**src/ispc_pkg.sv**
```systemverilog
package ispc_pkg;

    // Field widths fixed by the interface
    localparam int CFG_W            = 20;
    localparam int CFG_INDEX_W      = 4;
    localparam int ISPC_IDLE_BITS_DEF = 20;

    // Register indexes on the configuration channel
    localparam logic [CFG_INDEX_W-1:0] REG_SLEEP_TIMEOUT = CFG_INDEX_W'(0);
    localparam logic [CFG_INDEX_W-1:0] REG_DEEP_TIMEOUT  = CFG_INDEX_W'(1);

    // Reset values of the timeout registers
    localparam logic [CFG_W-1:0] SLEEP_TIMEOUT_RST = CFG_W'(11000);
    localparam logic [CFG_W-1:0] DEEP_TIMEOUT_RST  = CFG_W'(15000);

    typedef struct packed {
        logic touched;
        logic irq_pending;
        logic vbus_connected;
        logic vbus_removed;
        logic charge_started;
        logic charge_finished;
        logic button_short_press;
    } ispc_item_t;

    typedef struct packed {
        logic is_asleep;
        logic went_to_sleep;
        logic woke_up;
        logic deep_sleep_request;
        logic is_plugged;
        logic is_charging;
    } ispc_result_t;

    typedef struct packed {
        logic asleep;
        logic plugged;
        logic charging;
    } ispc_flags_t;

    typedef struct packed {
        logic [CFG_W-1:0] sleep_timeout_ms;
        logic [CFG_W-1:0] deep_sleep_timeout_ms;
    } ispc_timeouts_t;

endpackage

```
**src/idle_sleep_power_controller_unit.sv**
```systemverilog
// Idle sleep power controller. Each transfer on the item channel is one
// millisecond tick carrying the touch flag and the power chip interrupt flags;
// each tick yields exactly one transfer on the result channel, in order. The
// block tracks plugged and charging from the interrupts, keeps a saturating
// idle counter (IDLE_BITS wide), toggles sleep on a short key press, wakes on
// touch, powers down an unplugged awake device once idle exceeds
// sleep_timeout_ms, and raises deep_sleep_request while asleep and idle beyond
// deep_sleep_timeout_ms. Rate: one tick per clock cycle sustained while
// result_ready holds. A tick sits in the input register, the update logic
// folds it into the state, and the state and result registers load together
// once the result register is free or draining. The result register lets a
// new tick enter while a finished result waits for result_ready. Timeouts are
// written over the cfg channel (index 0 sleep, index 1 deep sleep), always
// ready; write them only while no tick is in flight.
module idle_sleep_power_controller_unit
    import ispc_pkg::*;
#(
    parameter int IDLE_BITS = ISPC_IDLE_BITS_DEF
)
(
    input  logic                   clk,
    input  logic                   rst_n,
    input  logic                   item_valid,
    output logic                   item_ready,
    input  ispc_item_t             item,
    output logic                   result_valid,
    input  logic                   result_ready,
    output ispc_result_t           result,
    input  logic                   cfg_valid,
    output logic                   cfg_ready,
    input  logic [CFG_INDEX_W-1:0] cfg_index,
    input  logic [CFG_W-1:0]       cfg_data
);

    // Input stage
    logic                 stage_valid_reg;
    ispc_item_t           stage_item_reg;

    // Result stage
    logic                 result_valid_reg;
    ispc_result_t         result_reg;
    ispc_result_t         result_next;

    // Tick state
    ispc_flags_t          flags_reg;
    ispc_flags_t          flags_next;
    logic [IDLE_BITS-1:0] idle_reg;
    logic [IDLE_BITS-1:0] idle_next;

    ispc_timeouts_t       timeouts;
    logic                 advance;

    ispc_cfg_regs u_cfg (
        .clk       (clk),
        .rst_n     (rst_n),
        .cfg_valid (cfg_valid),
        .cfg_ready (cfg_ready),
        .cfg_index (cfg_index),
        .cfg_data  (cfg_data),
        .timeouts  (timeouts)
    );

    ispc_step #(
        .IDLE_BITS (IDLE_BITS)
    ) u_step (
        .flags      (flags_reg),
        .idle       (idle_reg),
        .item       (stage_item_reg),
        .timeouts   (timeouts),
        .flags_next (flags_next),
        .idle_next  (idle_next),
        .result     (result_next)
    );

    // Advance the held tick when the result register is free or draining
    assign advance      = stage_valid_reg && (!result_valid_reg || result_ready);
    assign item_ready   = !stage_valid_reg || advance;
    assign result_valid = result_valid_reg;
    assign result       = result_reg;

    always_ff @(posedge clk or negedge rst_n)
    begin
        if (!rst_n)
        begin
            stage_valid_reg  <= 1'b0;
            result_valid_reg <= 1'b0;
            flags_reg        <= '0;
            idle_reg         <= '0;
        end
        else
        begin
            if (item_ready)
            begin
                stage_valid_reg <= item_valid;
            end
            if (advance)
            begin
                result_valid_reg <= 1'b1;
                flags_reg        <= flags_next;
                idle_reg         <= idle_next;
            end
            else if (result_ready)
            begin
                result_valid_reg <= 1'b0;
            end
        end
    end

    // Payload registers carry no reset
    always_ff @(posedge clk)
    begin
        if (item_valid && item_ready)
        begin
            stage_item_reg <= item;
        end
        if (advance)
        begin
            result_reg <= result_next;
        end
    end

endmodule

```
**src/ispc_cfg_regs.sv**
```systemverilog
module ispc_cfg_regs
    import ispc_pkg::*;
(
    input  logic                   clk,
    input  logic                   rst_n,
    input  logic                   cfg_valid,
    output logic                   cfg_ready,
    input  logic [CFG_INDEX_W-1:0] cfg_index,
    input  logic [CFG_W-1:0]       cfg_data,
    output ispc_timeouts_t         timeouts
);

    ispc_timeouts_t timeouts_reg;

    assign cfg_ready = 1'b1;
    assign timeouts  = timeouts_reg;

    // Writes to unknown indexes drop silently
    always_ff @(posedge clk or negedge rst_n)
    begin
        if (!rst_n)
        begin
            timeouts_reg.sleep_timeout_ms      <= SLEEP_TIMEOUT_RST;
            timeouts_reg.deep_sleep_timeout_ms <= DEEP_TIMEOUT_RST;
        end
        else if (cfg_valid)
        begin
            case (cfg_index)
                REG_SLEEP_TIMEOUT: timeouts_reg.sleep_timeout_ms      <= cfg_data;
                REG_DEEP_TIMEOUT:  timeouts_reg.deep_sleep_timeout_ms <= cfg_data;
                default:           ;
            endcase
        end
    end

endmodule

```
**src/ispc_step.sv**
```systemverilog
module ispc_step
    import ispc_pkg::*;
#(
    parameter int IDLE_BITS = ISPC_IDLE_BITS_DEF
)
(
    input  ispc_flags_t          flags,
    input  logic [IDLE_BITS-1:0] idle,
    input  ispc_item_t           item,
    input  ispc_timeouts_t       timeouts,
    output ispc_flags_t          flags_next,
    output logic [IDLE_BITS-1:0] idle_next,
    output ispc_result_t         result
);

    localparam int CMP_W = (IDLE_BITS > CFG_W) ? IDLE_BITS : CFG_W;
    localparam logic [IDLE_BITS-1:0] IDLE_MAX = {IDLE_BITS{1'b1}};

    logic [IDLE_BITS-1:0] idle_inc;
    logic [IDLE_BITS-1:0] idle_mid;
    logic                 press;
    logic                 press_wake;
    logic                 entered;
    logic                 asleep_mid;
    logic                 plugged_mid;
    logic                 charging_mid;
    logic                 over_deep;
    logic                 over_sleep;
    logic                 touch_wake;
    logic                 power_down;

    always_comb
    begin
        idle_inc = (idle == IDLE_MAX) ? idle : IDLE_BITS'(idle + 1'b1);

        // Interrupt flags in order: removal beats plug, done beats start
        plugged_mid  = flags.plugged;
        charging_mid = flags.charging;
        if (item.irq_pending)
        begin
            if (item.vbus_connected)  plugged_mid  = 1'b1;
            if (item.vbus_removed)    plugged_mid  = 1'b0;
            if (item.charge_started)  charging_mid = 1'b1;
            if (item.charge_finished) charging_mid = 1'b0;
        end

        press      = item.irq_pending && item.button_short_press;
        press_wake = press && flags.asleep;
        entered    = press && !flags.asleep;
        asleep_mid = flags.asleep ^ press;

        idle_mid = (item.touched || press_wake) ? '0 : idle_inc;

        over_deep  = CMP_W'(idle_mid) > CMP_W'(timeouts.deep_sleep_timeout_ms);
        over_sleep = CMP_W'(idle_mid) > CMP_W'(timeouts.sleep_timeout_ms);

        touch_wake = asleep_mid && item.touched && !entered;
        power_down = !asleep_mid && !plugged_mid && over_sleep;

        flags_next.asleep   = (asleep_mid && !touch_wake) || power_down;
        flags_next.plugged  = plugged_mid;
        flags_next.charging = charging_mid;
        idle_next           = idle_mid;

        result.is_asleep          = flags_next.asleep;
        result.went_to_sleep      = entered || power_down;
        result.woke_up            = press_wake || touch_wake;
        result.deep_sleep_request = asleep_mid && !touch_wake && over_deep;
        result.is_plugged         = plugged_mid;
        result.is_charging        = charging_mid;
    end

endmodule

```
**config.mk**
```make
export PLATFORM = sky130hd
export DESIGN_NAME = idle_sleep_power_controller_unit
export DESIGN_NICKNAME = d
export VERILOG_FILES = /design/src/ispc_pkg.sv /design/src/idle_sleep_power_controller_unit.sv /design/src/ispc_cfg_regs.sv /design/src/ispc_step.sv
export SDC_FILE = /design/constraint.sdc
export NUM_CORES = 1
export LEC_CHECK = 0
export BUFFER_PORTS_ARGS = -buffer_cell sky130_fd_sc_hd__buf_2
export CORE_ASPECT_RATIO = 0.5
export CORE_MARGIN = 3
export CORE_UTILIZATION = 30
export CTS_CLUSTER_SIZE = 10
export DETAILED_ROUTE_END_ITERATION = 10
export SLEW_MARGIN = 10
export SYNTH_ARGS = -nofsm -noshare
export SYNTH_HDL_FRONTEND = slang
export SYNTH_HIERARCHICAL = 1
export SYNTH_SLANG_ARGS = --single-unit
```
**constraint.sdc**
```tcl
create_clock -name clk -period 6.45 [get_ports clk]
set_input_delay 0.9675 -clock clk [delete_from_list [all_inputs] [get_ports clk]]
set_output_delay 0.9675 -clock clk [all_outputs]
set_load 0.05 [all_outputs]
```
After elaboration in Yosys (flattened, before gate mapping):

Cells that the tools add are included.

* bits in registers: 78
* word-level logic and storage cells: 65
* output and inout bits: 9
* bits of input ports: 36

* add/sub/neg operators: 1
* multiplexer cells: 10
* $lt $le $gt $ge: 2
* eq/ne operators: 2
* reductions and logical operators: 28
* bitwise operators: 1

Operators by type and width (count)
* 20-bit > comparator: 2
* 20-bit two-way mux: 2
* 20-bit by 1-bit adder with 20-bit output, second input constant: 1
* 20-bit equality test, second input constant: 1
* 1-bit logical AND: 11
* 1-bit two-way mux: 8
* 1-bit zero test: 7
* 1-bit logical OR: 6
* 4-bit by 1-bit equality test with 1-bit output, second input constant: 1
* 4-bit zero test: 1
* 2-bit AND reduction: 2
* 2-bit nonzero test: 1
* 1-bit bitwise XOR: 1

Logic depth before layout (Yosys ltp):

* depth in word-level cells: 7
* gate-level depth with buffers: 14
* depth with buffers taken out: 13

By module:

Netlist, hierarchy kept.

By module, submodules not included
* ispc_step: cells each 251, area each 1806.7 um^2, times used 1
* ispc_cfg_regs: cells each 89, area each 1615.3 um^2, times used 1
* idle_sleep_power_controller_unit: cells each 70, area each 1423.9 um^2, times used 1

Worst setup path after synthesis:

Ideal clock, no wire load.

* path type: flip-flop to flip-flop
* start point: register idle_reg[0]
* end point: register flags_reg[2] (netlist bit)
* stages on the path, launching flop included: 14
* data arrival time: 2.962 ns
* path buffers: 0
* path slack: 3.363 ns
* period minus slack after synthesis: 3.087 ns
* cell sequence: dfrtp_1 > ha_1 > nand4_4 > nor3_4 > nand3_1 > nor3b_1 > nor3_1 > ha_1 > nand4_1 > nor4_1 > a311o_1 > a41o_1 > o21ai_1 > mux2_4

RTL lines
* start, declared: RTL line idle_sleep_power_controller_unit.sv:47 `logic [IDLE_BITS-1:0] idle_reg;`
* start signal, assigned: RTL line idle_sleep_power_controller_unit.sv:100 `idle_reg <= idle_next;`
* end signal, assigned: RTL line idle_sleep_power_controller_unit.sv:99 `flags_reg <= flags_next;`
* end, declared: RTL line idle_sleep_power_controller_unit.sv:45 `ispc_flags_t flags_reg;`

==> results.ini <==
[final_layout]
final_layout_size_suffix_gt1_frac=0.348
antenna_cells=0
finalNetCount=531
area_delta_synth_final_pct=13.9
final_core_util=0.354
largest_register_ffs=40

[clock_tree]
htreeDepth=3
postCtsHoldBufs=0
cts.sinks=78
clock_latency_ns=0.33
clk_pin_slew_ns=0.06
numCtsBuffers=9
post_cts_buffers=0
clockBufferDepth=2
cts_resized=0
root_buffer=clkbuf_16
cts_tree=built

[sta]
fmax_mhz=277
fin_crit_ns=3.61
fin_worst_skew_ns=0.00499
finalHoldViolCount=0
setup_viol=0
final.setup.tns_ns=0
period_share=0.560
slew_viol_final=0
rsz0062_at_grt=no
worstMarginPinSlew_ns=0.844
slew_headroom=0.437

[critical_path]
worstPathMaxFanout=7
cp.arrival_ns=3.83
crit_top_cell=ha_1
slowest_stage=nor4_1
reg2reg_depth=13
endpoint_kind=register
crit_required_ns=6.67
path_cells=ha_1 -> nand4_4 -> nor3_4 -> nand3_1 -> nor3b_1 -> nor3_1 -> ha_1 -> nand4_1 -> nor4_1 -> a311o_1 -> a41o_1 -> o21ai_1 -> mux2_4
rrSetupSlack_ns=2.84
critPathKind=register to register
crit_path_max_incr_delay_ns=0.49
start_kind=register

[power]
vdd_drop_max_mv=0.114
power_leakage_nw=2.69
p_per_area_mw_per_mm2=274

[floorplan]
fp.dieW_um=186
core_mm2=0.0156
start_util=0.310
ioPinCount=45
dieArea_mm2=0.0178
rows=32
die_h_um=95.9

[yosys]
ys_types=57
syn_inst=410
syn_area_mm2=0.00485
synth_nets=489
ys_seq_area_frac=0.420
avgSynthCellArea_um2=11.8
synth_seq_cells=78
ys_warn_count=6

[min_path]
worstHoldPathCells=1
hold_path.class=register to register

[detailed_routing]
first_iter_violations=168
ant_nets=0
via_count=3171
routedWlPerCell_um=14.9
drt-pass1-iter-count=4
viasPerCell=4.80
wl_um=9870
route.detailed.drc=0

[grt]
antenna_found_initial=0
grt_usage=0.117
grt_pass1_vias=3168
grt_pass1_wl_um=16200
grt_max_degree=66
grt_overflow_total=0

[run]
drv_cap=0

[place]
place_congestion=0.823
dp_hpwl_um=7420
io_buffers=43

[status]
outcome=completed

## cells by family after synthesis
logic type | Yosys count | synth area share
multiplexers | 64 | 0.179
adder cells (fa/ha/maj) | 43 | 0.111
AO/OA/AOI/OAI | 51 | 0.0635
AND/OR/NAND/NOR | 103 | 0.147
flip-flops | 78 | 0.420
other | 1 | 0.000774
XOR/XNOR | 13 | 0.0235
buffers and inverters | 57 | 0.0555
## stage by stage
stage	setup slack, ns	area, µm²	cells	power [W]	hold slack [ns]
6_report	2.84	5520	661	0.00151	0.505
3_5_place_dp	2.93	5230	645	0.00102	0.494
5_1_grt	2.62	5520	661	0.00160	0.521
2_1_floorplan	3.36	4850	410	0.000936	0.481
4_1_cts	2.90	5520	661	0.00153	0.511
3_3_place_gp	3.02	5230	645	0.00101	0.493
## placed cells by master, fill, tap and decap left out, types with 13 or more instances in the layout
cell type and instances:
dfrtp_1 50, inv_1 43, buf_2 43, ha_1 43, mux2_4 39, mux2_2 24, nor2_1 23, a21oi_1 22
dfstp_2 15, edfxtp_1 13
## synth_stat cells, drive strengths merged
master | n | area, µm²
or3 | 2 | 12.5
a311o | 2 | 20.0
nor4 | 6 | 73.8
nand2 | 13 | 63.8
edfxtp | 13 | 390
buf | 12 | 100
a21boi | 1 | 7.51
mux2 | 63 | 856
nor2b | 3 | 18.8
a22oi | 1 | 7.51
inv | 43 | 161
o31ai | 2 | 15.0
and3b | 1 | 8.76
a211oi | 2 | 15.0
and2 | 3 | 18.8
a41o | 1 | 10.0
nor3b | 2 | 20.0
a21oi | 22 | 110
ha | 43 | 538
and3 | 4 | 25.0
a31oi | 5 | 31.3
or2 | 1 | 6.26
nand3 | 11 | 67.6
conb | 1 | 3.75
and4 | 1 | 10.0
nor4b | 2 | 30.0
nand3b | 1 | 7.51
xor2 | 2 | 17.5
mux2i | 1 | 10.0
o22ai | 1 | 6.26
or4b | 1 | 13.8
nand4 | 14 | 130
nand2b | 6 | 45.0
nor2 | 24 | 92.6
clkbuf | 2 | 7.51
o21ai | 9 | 45.0
a21o | 4 | 30.0
nor3 | 8 | 67.6
o21ba | 1 | 10.0
xnor2 | 11 | 96.3
dfstp | 15 | 394
dfrtp | 50 | 1250
## area by class of cell
cell class | count | area, µm²
clock buffers | 10 | 229
fillers | 1543 | 10100
multi-input cells | 275 | 2550
inverters | 43 | 161
flip-flops and latches | 78 | 2040
clock inverters | 6 | 62.6
well taps | 204 | 255
repair buffers | 45 | 230
## final timing paths
kind	from	to
setup / recovery	idle_reg[0]	flags_reg[2]
hold / removal	u_cfg/timeouts[34]	u_cfg/timeouts[34]
setup reg to reg	idle_reg[0]	flags_reg[2]
hold reg to reg	u_cfg/timeouts[34]	u_cfg/timeouts[34]
max in group asynchronous	rst_n	idle_reg[6]
min in group asynchronous	rst_n	stage_valid_reg
## power breakdown
group	internal [W]	switching, W	total [W]
registers	0.000603	0.0000545	0.000657
logic	0.000172	0.000183	0.000355
clock network	0.000298	0.000200	0.000498
total	0.00107	0.000438	0.00151
## critical path: cells and delay by family (launching register included)
family	cells	cell delay, ns
and+or+nand+nor	7	1.69
adders and majority gates	2	0.64
DFF	1	0.47
AOI/OAI and AO/OA	3	0.44
muxes	1	0.27
## per-layer routing
metal  wire, µm  global-route usage  part of all wire  up-vias
met3        416              0.0268             0.042       10
met1       5050               0.165              0.51     1542
met5          0                   0                 0        -
li1           -                   -                 -     1549
met4        135              0.0396             0.014        0
met2       4260               0.179              0.43       70
(Power assumes the default switching activity.)
